$ cat config.mk
export PLATFORM = sky130hd
export DESIGN_NAME = page_table_range_coalescer
export DESIGN_NICKNAME = d
export VERILOG_FILES = /design/src/design/ptrc_pkg.sv /design/src/design/ptrc_decode.sv /design/src/design/ptrc_out_queue.sv /design/src/design/page_table_range_coalescer.sv
export SDC_FILE = /design/constraint.sdc
export NUM_CORES = 2
export LEC_CHECK = 0
export ABC_CLOCK_PERIOD_IN_PS = 29500
export BUFFER_PORTS_ARGS = -buffer_cell sky130_fd_sc_hd__buf_4
export CORE_MARGIN = 2
export CORE_UTILIZATION = 55
export CTS_CLUSTER_SIZE = 14
export DETAILED_ROUTE_END_ITERATION = 6
export PLACE_DENSITY = 0.74
export SLEW_MARGIN = 20
export SYNTH_ARGS = -nofsm -noshare
export SYNTH_HDL_FRONTEND = slang
export SYNTH_SLANG_ARGS = --single-unit
$ cat constraint.sdc
create_clock -name clk -period 29.5 [get_ports clk]
set_input_delay 1.475 -clock clk [delete_from_list [all_inputs] [get_ports clk]]
set_output_delay 1.475 -clock clk [all_outputs]
set_load 0.02 [all_outputs]
$ cat src/design/ptrc_pkg.sv
`timescale 1ns / 1ps
`default_nettype none

package ptrc_pkg;

	localparam logic [2:0] KIND_SECTION = 3'd0;
	localparam logic [2:0] KIND_SMALL   = 3'd1;
	localparam logic [2:0] KIND_LARGE   = 3'd2;
	localparam logic [2:0] KIND_BAD_L1  = 3'd3;
	localparam logic [2:0] KIND_BAD_L2  = 3'd4;
	localparam logic [2:0] KIND_LOW_PTR = 3'd5;

	localparam logic [2:0] ACC_PRIV_R   = 3'd4;
	localparam logic [2:0] ACC_ALL_R    = 3'd5;
	localparam logic [2:0] ACC_UNKNOWN  = 3'd6;

	localparam logic [1:0] DESC_FAULT   = 2'd0;
	localparam logic [1:0] DESC_COARSE  = 2'd1;
	localparam logic [1:0] DESC_SECTION = 2'd2;
	localparam logic [1:0] DESC_RSVD    = 2'd3;

	localparam logic [31:0] SECTION_PA_MASK = 32'hFFF0_0000;
	localparam logic [31:0] SMALL_PA_MASK   = 32'hFFFF_F000;
	localparam logic [31:0] LARGE_PA_MASK   = 32'hFFFF_0000;
	localparam logic [31:0] COARSE_PTR_MASK = 32'hFFFF_FFC0;
	localparam logic [31:0] SECTION_SIZE    = 32'h0010_0000;
	localparam logic [31:0] LARGE_SIZE      = 32'h0001_0000;
	localparam logic [31:0] SMALL_SIZE      = 32'h0000_1000;
	localparam logic [31:0] L2_BASE_RESET   = 32'h1FFF_5000;

	localparam logic [3:0]  LARGE_COPIES    = 4'd15;
	localparam logic [11:0] L1_LAST         = 12'hFFF;
	localparam logic [7:0]  L2_LAST         = 8'hFF;

	localparam int QUEUE_DEPTH_DEF = 4;

	typedef struct packed {
		logic        mode;
		logic [11:0] l1_index;
		logic [7:0]  l2_index;
		logic [31:0] descriptor;
	} item_t;

	typedef struct packed {
		logic        valid;
		logic [1:0]  kind;
		logic [31:0] va;
		logic [31:0] pa;
		logic [31:0] size;
		logic [19:0] attr;
	} run_t;

	typedef struct packed {
		logic [2:0]  kind;
		logic [31:0] va_start;
		logic [31:0] va_end;
		logic [31:0] pa_start;
		logic [31:0] pa_end;
		logic        exec_never;
		logic [2:0]  access_class;
		logic        last;
	} res_t;

	typedef struct packed {
		logic [1:0] n;
		res_t       r0;
		res_t       r1;
	} push_t;

	function automatic logic [2:0] access_of(input logic apx, input logic [1:0] ap);
		logic [2:0] ac;
		if (!apx) begin
			ac = {1'b0, ap};
		end else begin
			case (ap) inside
				2'd1: ac = ACC_PRIV_R;
				2'd2, 2'd3: ac = ACC_ALL_R;
				default: ac = ACC_UNKNOWN;
			endcase
		end
		return ac;
	endfunction

	function automatic res_t run_result(input run_t r);
		res_t o;
		logic [19:0] a;
		a = r.attr;
		o = '0;
		o.kind = {1'b0, r.kind};
		o.va_start = r.va;
		o.va_end = r.va + r.size;
		o.pa_start = r.pa;
		o.pa_end = r.pa + r.size;
		if (r.kind == KIND_SECTION[1:0]) begin
			o.exec_never = a[4];
			o.access_class = access_of(a[15], a[11:10]);
		end else begin
			o.exec_never = (r.kind == KIND_SMALL[1:0]) ? a[0] : a[15];
			o.access_class = access_of(a[9], a[5:4]);
		end
		return o;
	endfunction

endpackage

`default_nettype wire

$ cat src/design/ptrc_decode.sv
`timescale 1ns / 1ps
`default_nettype none

module ptrc_decode (
	input  var ptrc_pkg::item_t item,
	input  var ptrc_pkg::run_t  run_q,
	input  var logic [3:0]      skip_q,
	input  var logic [31:0]     l2_table_base,
	output ptrc_pkg::run_t      run_n,
	output logic [3:0]          skip_n,
	output ptrc_pkg::push_t     push
);
	import ptrc_pkg::*;

	logic [31:0] va_l1;
	logic [31:0] va_l2;
	logic [31:0] d;
	logic [31:0] ptr;
	logic [31:0] run_va_end;
	logic [31:0] run_pa_end;
	logic        do_map;
	logic [1:0]  cand_kind;
	logic [31:0] cand_va;
	logic [31:0] cand_pa;
	logic [31:0] cand_size;
	logic [19:0] cand_attr;
	logic        extend;
	logic        flush_old;
	logic        err_v;
	res_t        err;
	logic        at_end;
	run_t        run_mid;
	logic        res_a;
	logic        res_c;
	res_t        old_res;
	res_t        mid_res;

	assign d          = item.descriptor;
	assign va_l1      = {item.l1_index, 20'd0};
	assign va_l2      = {item.l1_index, item.l2_index, 12'd0};
	assign ptr        = d & COARSE_PTR_MASK;
	assign run_va_end = run_q.va + run_q.size;
	assign run_pa_end = run_q.pa + run_q.size;

	always_comb begin
		do_map    = 1'b0;
		cand_kind = KIND_SECTION[1:0];
		cand_va   = va_l1;
		cand_pa   = d & SECTION_PA_MASK;
		cand_size = SECTION_SIZE;
		cand_attr = d[19:0];
		flush_old = 1'b0;
		err_v     = 1'b0;
		err       = '0;
		skip_n    = skip_q;
		at_end    = 1'b0;
		if (!item.mode) begin
			skip_n = '0;
			at_end = (item.l1_index == L1_LAST);
			unique case (d[1:0])
				DESC_SECTION: begin
					do_map = 1'b1;
				end
				DESC_COARSE: begin
					flush_old = 1'b1;
					if (ptr < l2_table_base) begin
						err_v = 1'b1;
						err.kind = KIND_LOW_PTR;
						err.va_start = va_l1;
						err.pa_start = ptr;
					end
				end
				DESC_FAULT, DESC_RSVD: begin
					flush_old = 1'b1;
					if (d != '0) begin
						err_v = 1'b1;
						err.kind = KIND_BAD_L1;
						err.va_start = va_l1;
					end
				end
				default: ;
			endcase
		end else begin
			at_end  = (item.l2_index == L2_LAST);
			cand_va = va_l2;
			if (skip_q != '0) begin
				skip_n = skip_q - 4'd1;
			end else if (d[1]) begin
				do_map    = 1'b1;
				cand_kind = KIND_SMALL[1:0];
				cand_pa   = d & SMALL_PA_MASK;
				cand_size = SMALL_SIZE;
				cand_attr = {8'd0, d[11:0]};
			end else if (d[0]) begin
				do_map    = 1'b1;
				cand_kind = KIND_LARGE[1:0];
				cand_pa   = d & LARGE_PA_MASK;
				cand_size = LARGE_SIZE;
				cand_attr = {4'd0, d[15:0]};
				skip_n    = LARGE_COPIES;
			end else begin
				flush_old = 1'b1;
				if (d != '0) begin
					err_v = 1'b1;
					err.kind = KIND_BAD_L2;
					err.va_start = va_l2;
				end
			end
			if (at_end) begin
				skip_n = '0;
			end
		end
	end

	assign extend = run_q.valid && run_q.kind == cand_kind && run_q.attr == cand_attr
		&& cand_pa == run_pa_end && cand_va == run_va_end;

	always_comb begin
		run_mid = run_q;
		if (do_map && extend) begin
			run_mid.size = run_q.size + cand_size;
		end else if (do_map) begin
			run_mid.valid = 1'b1;
			run_mid.kind  = cand_kind;
			run_mid.va    = cand_va;
			run_mid.pa    = cand_pa;
			run_mid.size  = cand_size;
			run_mid.attr  = cand_attr;
		end else if (flush_old) begin
			run_mid.valid = 1'b0;
		end
	end

	assign res_a   = run_q.valid && (flush_old || (do_map && !extend));
	assign res_c   = at_end && run_mid.valid;
	assign old_res = run_result(run_q);
	assign mid_res = run_result(run_mid);

	always_comb begin
		run_n = run_mid;
		if (at_end) begin
			run_n.valid = 1'b0;
		end
		push.n  = 2'({1'b0, res_a} + {1'b0, err_v} + {1'b0, res_c});
		push.r0 = res_a ? old_res : (err_v ? err : mid_res);
		push.r1 = err_v ? err : mid_res;
		push.r0.last = (push.n == 2'd1);
		push.r1.last = 1'b1;
	end

endmodule

`default_nettype wire

$ cat src/design/ptrc_out_queue.sv
`timescale 1ns / 1ps
`default_nettype none

module ptrc_out_queue #(
	parameter int DEPTH = ptrc_pkg::QUEUE_DEPTH_DEF
) (
	input  var logic                      clk,
	input  var logic                      arst_n,
	input  var ptrc_pkg::push_t           push,
	input  var logic                      pop,
	output ptrc_pkg::res_t                head,
	output logic [$clog2(DEPTH+1)-1:0]    count
);
	import ptrc_pkg::*;

	localparam int PTR_W = $clog2(DEPTH);
	localparam int CNT_W = $clog2(DEPTH + 1);

	res_t             mem_q [DEPTH];
	logic [PTR_W-1:0] wr_ptr_q;
	logic [PTR_W-1:0] rd_ptr_q;
	logic [CNT_W-1:0] count_q;
	logic [PTR_W-1:0] wr_ptr_1;
	logic [PTR_W-1:0] wr_ptr_2;

	function automatic logic [PTR_W-1:0] inc(input logic [PTR_W-1:0] p);
		return (p == PTR_W'(DEPTH - 1)) ? '0 : p + 1'b1;
	endfunction

	assign wr_ptr_1 = inc(wr_ptr_q);
	assign wr_ptr_2 = inc(wr_ptr_1);
	assign head     = mem_q[rd_ptr_q];
	assign count    = count_q;

	always_ff @(posedge clk) begin
		if (push.n != 2'd0) begin
			mem_q[wr_ptr_q] <= push.r0;
		end
		if (push.n == 2'd2) begin
			mem_q[wr_ptr_1] <= push.r1;
		end
	end

	always_ff @(posedge clk or negedge arst_n) begin
		if (!arst_n) begin
			wr_ptr_q <= '0;
			rd_ptr_q <= '0;
			count_q  <= '0;
		end else begin
			case (push.n)
				2'd1: wr_ptr_q <= wr_ptr_1;
				2'd2: wr_ptr_q <= wr_ptr_2;
				default: ;
			endcase
			if (pop) begin
				rd_ptr_q <= inc(rd_ptr_q);
			end
			count_q <= count_q + CNT_W'(push.n) - CNT_W'(pop);
		end
	end

endmodule

`default_nettype wire

$ cat src/design/page_table_range_coalescer.sv
// Path: an accepted descriptor is registered in the input stage, decoded, and its
// results written to the output queue. Throughput: 1 descriptor per cycle while
// the output queue has two free entries; results leave at 1 per cycle while
// out_ready is high, so two-result inputs or a low out_ready can stall input.
// Reset: run state and copy skip cleared, queue empty, l2_table_base 0x1FFF5000.
`timescale 1ns / 1ps
`default_nettype none

module page_table_range_coalescer #(
	parameter int QUEUE_DEPTH = ptrc_pkg::QUEUE_DEPTH_DEF
) (
	input  var logic        clk,
	input  var logic        arst_n,
	input  var logic        cfg_we,
	input  var logic [31:0] cfg_wdata,
	input  var logic        in_valid,
	output logic            in_ready,
	input  var logic        mode,
	input  var logic [11:0] l1_index,
	input  var logic [7:0]  l2_index,
	input  var logic [31:0] descriptor,
	output logic            out_valid,
	input  var logic        out_ready,
	output logic [2:0]      kind,
	output logic [31:0]     va_start,
	output logic [31:0]     va_end,
	output logic [31:0]     pa_start,
	output logic [31:0]     pa_end,
	output logic            exec_never,
	output logic [2:0]      access_class,
	output logic            last
);
	import ptrc_pkg::*;

	localparam int CNT_W = $clog2(QUEUE_DEPTH + 1);

	logic             valid_s1;
	item_t            item_s1;
	run_t             run_q;
	logic [3:0]       skip_q;
	logic [31:0]      base_q;
	run_t             run_n;
	logic [3:0]       skip_n;
	push_t            push_d;
	push_t            push_q;
	res_t             head;
	logic [CNT_W-1:0] count;
	logic             take_s1;
	logic             pop;

	assign take_s1  = valid_s1 && (count <= CNT_W'(QUEUE_DEPTH - 2));
	assign in_ready = !valid_s1 || take_s1;
	assign pop      = out_valid && out_ready;

	always_ff @(posedge clk or negedge arst_n) begin
		if (!arst_n) begin
			valid_s1 <= 1'b0;
			run_q    <= '0;
			skip_q   <= '0;
			base_q   <= L2_BASE_RESET;
		end else begin
			if (in_ready) begin
				valid_s1 <= in_valid;
			end
			if (take_s1) begin
				run_q  <= run_n;
				skip_q <= skip_n;
			end
			if (cfg_we) begin
				base_q <= cfg_wdata;
			end
		end
	end

	always_ff @(posedge clk) begin
		if (in_valid && in_ready) begin
			item_s1 <= '{mode: mode, l1_index: l1_index, l2_index: l2_index,
				descriptor: descriptor};
		end
	end

	ptrc_decode u_decode (
		.item          (item_s1),
		.run_q         (run_q),
		.skip_q        (skip_q),
		.l2_table_base (base_q),
		.run_n         (run_n),
		.skip_n        (skip_n),
		.push          (push_d)
	);

	always_comb begin
		push_q = push_d;
		if (!take_s1) begin
			push_q.n = 2'd0;
		end
	end

	ptrc_out_queue #(
		.DEPTH (QUEUE_DEPTH)
	) u_out_queue (
		.clk    (clk),
		.arst_n (arst_n),
		.push   (push_q),
		.pop    (pop),
		.head   (head),
		.count  (count)
	);

	assign out_valid    = (count != '0);
	assign kind         = head.kind;
	assign va_start     = head.va_start;
	assign va_end       = head.va_end;
	assign pa_start     = head.pa_start;
	assign pa_end       = head.pa_end;
	assign exec_never   = head.exec_never;
	assign access_class = head.access_class;
	assign last         = head.last;

	a_count_bound: assert property (@(posedge clk) disable iff (!arst_n)
		count <= CNT_W'(QUEUE_DEPTH))
		else $error("output queue overflow");

	a_stall_holds_item: assert property (@(posedge clk) disable iff (!arst_n)
		!in_ready |-> valid_s1)
		else $error("input stalled with empty stage");

	a_kind_range: assert property (@(posedge clk) disable iff (!arst_n)
		out_valid |-> kind <= KIND_LOW_PTR)
		else $error("result kind out of range");

	a_error_fields: assert property (@(posedge clk) disable iff (!arst_n)
		out_valid && (kind == KIND_BAD_L1 || kind == KIND_BAD_L2 || kind == KIND_LOW_PTR)
		|-> va_end == '0 && pa_end == '0 && !exec_never && access_class == '0)
		else $error("error result carries range fields");

	a_no_push_when_idle: assert property (@(posedge clk) disable iff (!arst_n)
		!valid_s1 |=> count <= $past(count))
		else $error("result queued without an item");

endmodule

`default_nettype wire
==> impl_metrics.env <==
export IMPL_fp_dieH_um=290
export IMPL_violations="design-rule violations"
export IMPL_htreeDepth=3
export IMPL_syn_inst=4166
export IMPL_drt_total_wl_um=164000
export IMPL_hold_violations=0
export IMPL_ys_types=113
export IMPL_grt_use_total=0.384
export IMPL_swShare=0.436
export IMPL_num_io_pins=228
export IMPL_area_delta_synth_final_pct=11.9
export IMPL_setup_viol=0
export IMPL_drive_gt1_frac=0.162
export IMPL_final_setup_tns_ns=0
export IMPL_critPathBufInv=2
export IMPL_cts_inserted_buffers=82
export IMPL_wire_per_inst_um=30.3
export IMPL_holdCritStartpoint="u_out_queue.count[2]"
export IMPL_fin_skew_ns=0.0505
export IMPL_syn_area_mm2=0.0450
export IMPL_post_cts_resized=0
export IMPL_rsz0062_at_grt="false"
export IMPL_pwr_share_seq=0.328
export IMPL_grt_max_degree=88
export IMPL_drc=3
export IMPL_layout_nets=4540
export IMPL_initial_utilization=0.557
export IMPL_slowest_stage="a311oi_1"
export IMPL_fin_cells=5404
export IMPL_insertion_delay_ns=0.67
export IMPL_min_delay_path_depth=1
export IMPL_maxUsedRoutingLayer="met5"
export IMPL_cts_tree="yes"
export IMPL_p_leak_nw=18.9
export IMPL_die_w_um=290
export IMPL_cp_top_family="compound AO/OA/AOI/OAI gates"
export IMPL_fin_crit_sh=0.379
export IMPL_ys_async_sr_fraction=0.214
export IMPL_dpl_cell_count=5247
export IMPL_drtIter0Drc=5623
export IMPL_final_max_slew_violation_count=0
export IMPL_final_common_cell="edfxtp_1"
export IMPL_synth_seq_area_share=0.488
export IMPL_vias=37400
export IMPL_syn_nets=4433
export IMPL_drv_cap=0
export IMPL_worstPathRequired_ns=29.99
export IMPL_synth_edff_count=593
export IMPL_core_mm2=0.0808
export IMPL_regToRegEndpoint="u_out_queue.mem_q[1][35]"
export IMPL_irDropWorstVdd_mv=0.0568
export IMPL_crit_arrival_ns=11.66
export IMPL_crit_path_start_kind="flop"
export IMPL_ys_ff_latch=760
export IMPL_die_area_mm2=0.0841
export IMPL_final_cell_mix="593 x edfxtp_1, 538 x nand2_1, 302 x o21ai_0"
export IMPL_clockRootBuffer="clkbuf_16"
export IMPL_worst_pin_slew_ns=1.27
export IMPL_post_place_ws_ns=18.43
export IMPL_overflow=0
export IMPL_internal_power_mw=2.61
export IMPL_crit_top_cell="a21oi_1"
export IMPL_io_buffers=227
export IMPL_power_mw=4.63
export IMPL_r2r_cells=38
export IMPL_clkTransAtPathRegs_ns=0.06
export IMPL_wl_met1_um=62200
export IMPL_path_class="reg2reg"
export IMPL_post_route_worst_setup_slack_ns=18.33
export IMPL_rr_startpoint="run_q[52]"
export IMPL_crit_path_max_fanout=72
export IMPL_status="finished, violations left"
export IMPL_switchingPower_mw=2.02
export IMPL_grt_pass1_wl_um=239000
export IMPL_antenna_found_initial=3
export IMPL_powerDensity_mw_per_mm2=92.0
export IMPL_clk_path_buf_depth=3
export IMPL_hold_end="u_out_queue.count[2]"
export IMPL_p_comb_frac=0.448
export IMPL_gp_congestion=1.06
export IMPL_hold_path_class="reg2reg"
export IMPL_rows=104
export IMPL_postCtsSetupBuffers=0
export IMPL_end_kind="flop"
export IMPL_r2r_slack_ns=18.33
export IMPL_max_slew_margin=0.150
export IMPL_fmax_ghz=0.0895
export IMPL_clkPwrFrac=0.225
export IMPL_synth_avg_cell_area_um2=10.8
export IMPL_clock_sinks=760
export IMPL_first_pass_iters=7
export IMPL_met2_wirelength_um=72300
export IMPL_slowest_delay_ns=1.00
export IMPL_hpwl_um=117000
export IMPL_wl_met3_um=23300
export IMPL_grt_pass1_vias=35600
export IMPL_period_minus_slack_ns=11.17
export IMPL_drtAntennaViolNets=0
export IMPL_hold_buffers=0
export IMPL_viasPerCell=6.92
export IMPL_ys_warn_count=0
export IMPL_synth_ff_type="edfxtp_1"
-- per-stage QoR --
step | hold slack (ns) | utilization | area, um^2
detailed placement | 0.477 | 0.589 | 47600
global route | 0.516 | 0.623 | 50400
global placement | 0.468 | 0.589 | 47600
CTS | 0.490 | 0.622 | 50300
finish | 0.488 | 0.623 | 50400
floorplan | 0.450 | - | 45000
-- cell families after synthesis --
logic type      synth area share
mux                       0.0831
xor+xnor                  0.0302
compound gates             0.179
buf+inv                   0.0337
fa+ha+maj                 0.0502
flops                      0.488
simple gates               0.135
-- how the worst max path moves through the flow --
| stage | cells past startpoint | start | slack, ns | end |
|---|---|---|---|---|
| after global routing | 38 | run_q[52] | 17.75 | u_out_queue.mem_q[1][35] |
| after global placement | 26 | run_q[52] | 18.74 | u_out_queue.mem_q[1][132] |
| after floorplan | 25 | run_q[20] | 19.49 | u_out_queue.mem_q[1][100] |
| final | 38 | run_q[52] | 18.33 | u_out_queue.mem_q[1][35] |
| after detailed placement | 37 | run_q[52] | 18.43 | u_out_queue.mem_q[1][34] |
| after CTS | 37 | run_q[52] | 18.40 | u_out_queue.mem_q[1][34] |
-- synthesized netlist by cell type (19+ instances only) --
cell type | n | area (um^2)
edfxtp_1 | 593 | 17800
nand2_1 | 542 | 2030
o21ai_0 | 302 | 1510
o22ai_1 | 276 | 1730
clkbuf_1 | 223 | 837
a21oi_1 | 187 | 936
nor2_1 | 177 | 664
ha_1 | 171 | 2140
and2_1 | 164 | 1030
dfrtp_1 | 148 | 3700
mux4_2 | 137 | 3090
inv_1 | 121 | 454
xnor2_1 | 85 | 744
a21o_1 | 64 | 480
nand3_1 | 64 | 320
a22o_1 | 61 | 534
xor2_1 | 58 | 508
nand2b_1 | 49 | 307
nor3_1 | 49 | 245
a22oi_1 | 38 | 285
mux2i_1 | 34 | 340
nand4_1 | 34 | 213
o211ai_1 | 31 | 233
buf_1 | 27 | 101
mux2_2 | 27 | 304
and3_1 | 26 | 163
o21a_1 | 26 | 195
a31oi_1 | 23 | 144
a211oi_1 | 22 | 165
o21ai_1 | 21 | 105
o21bai_1 | 21 | 158
nor2b_1 | 20 | 125
a32o_1 | 19 | 190
-- routing by layer --
layer | GRT usage | vias up
li1 | - | 16100
met3 | 0.115 | 389
met4 | 0.129 | 4
met5 | 0 | -
met2 | 0.580 | 2718
met1 | 0.533 | 18200
-- registers in the layout, indices dropped and copies added (netlist names) --
| signal | cells |
|---|---|
| u_out_queue.rd_ptr_q | 2 |
| base_q | 32 |
| u_out_queue.wr_ptr_q | 2 |
| item_s1 | 53 |
| valid_s1 | 1 |
| run_q | 119 |
| u_out_queue.mem_q | 544 |
| skip_q | 4 |
| u_out_queue.count | 3 |
-- worst reg2reg max path, delay by kind of cell, from the launching register on --
| family | cells | cell delay, ns |
|---|---|---|
| compound gates | 22 | 6.40 |
| simple gates | 9 | 1.95 |
| fa+ha+maj | 4 | 1.40 |
| buf+inv | 2 | 0.65 |
| flops | 1 | 0.44 |
| xor+xnor | 1 | 0.19 |
-- power by group through the flow --
stage / Sequential, mW / Clock, mW / Combinational (mW)
6_report: 1.52 / 1.04 / 2.07
5_1_grt: 1.53 / 1.09 / 2.17
4_1_cts: 1.51 / 1.04 / 2.01
3_5_place_dp: 1.53 / 0 / 2.00
3_3_place_gp: 1.53 / 0 / 1.99
2_1_floorplan: 1.44 / 0 / 1.29
-- layout make-up --
type                       count  area, um^2
inverter                     123         468
clock buffer                 102        2230
timing repair buffer         294        2230
tap                         1060        1330
fill                        6421       30400
sequential                   760       22000
antenna                        1        2.50
multi-input combinational   3012       21700
clock inverter                52         469
Power figures use the tool's default switching activity.
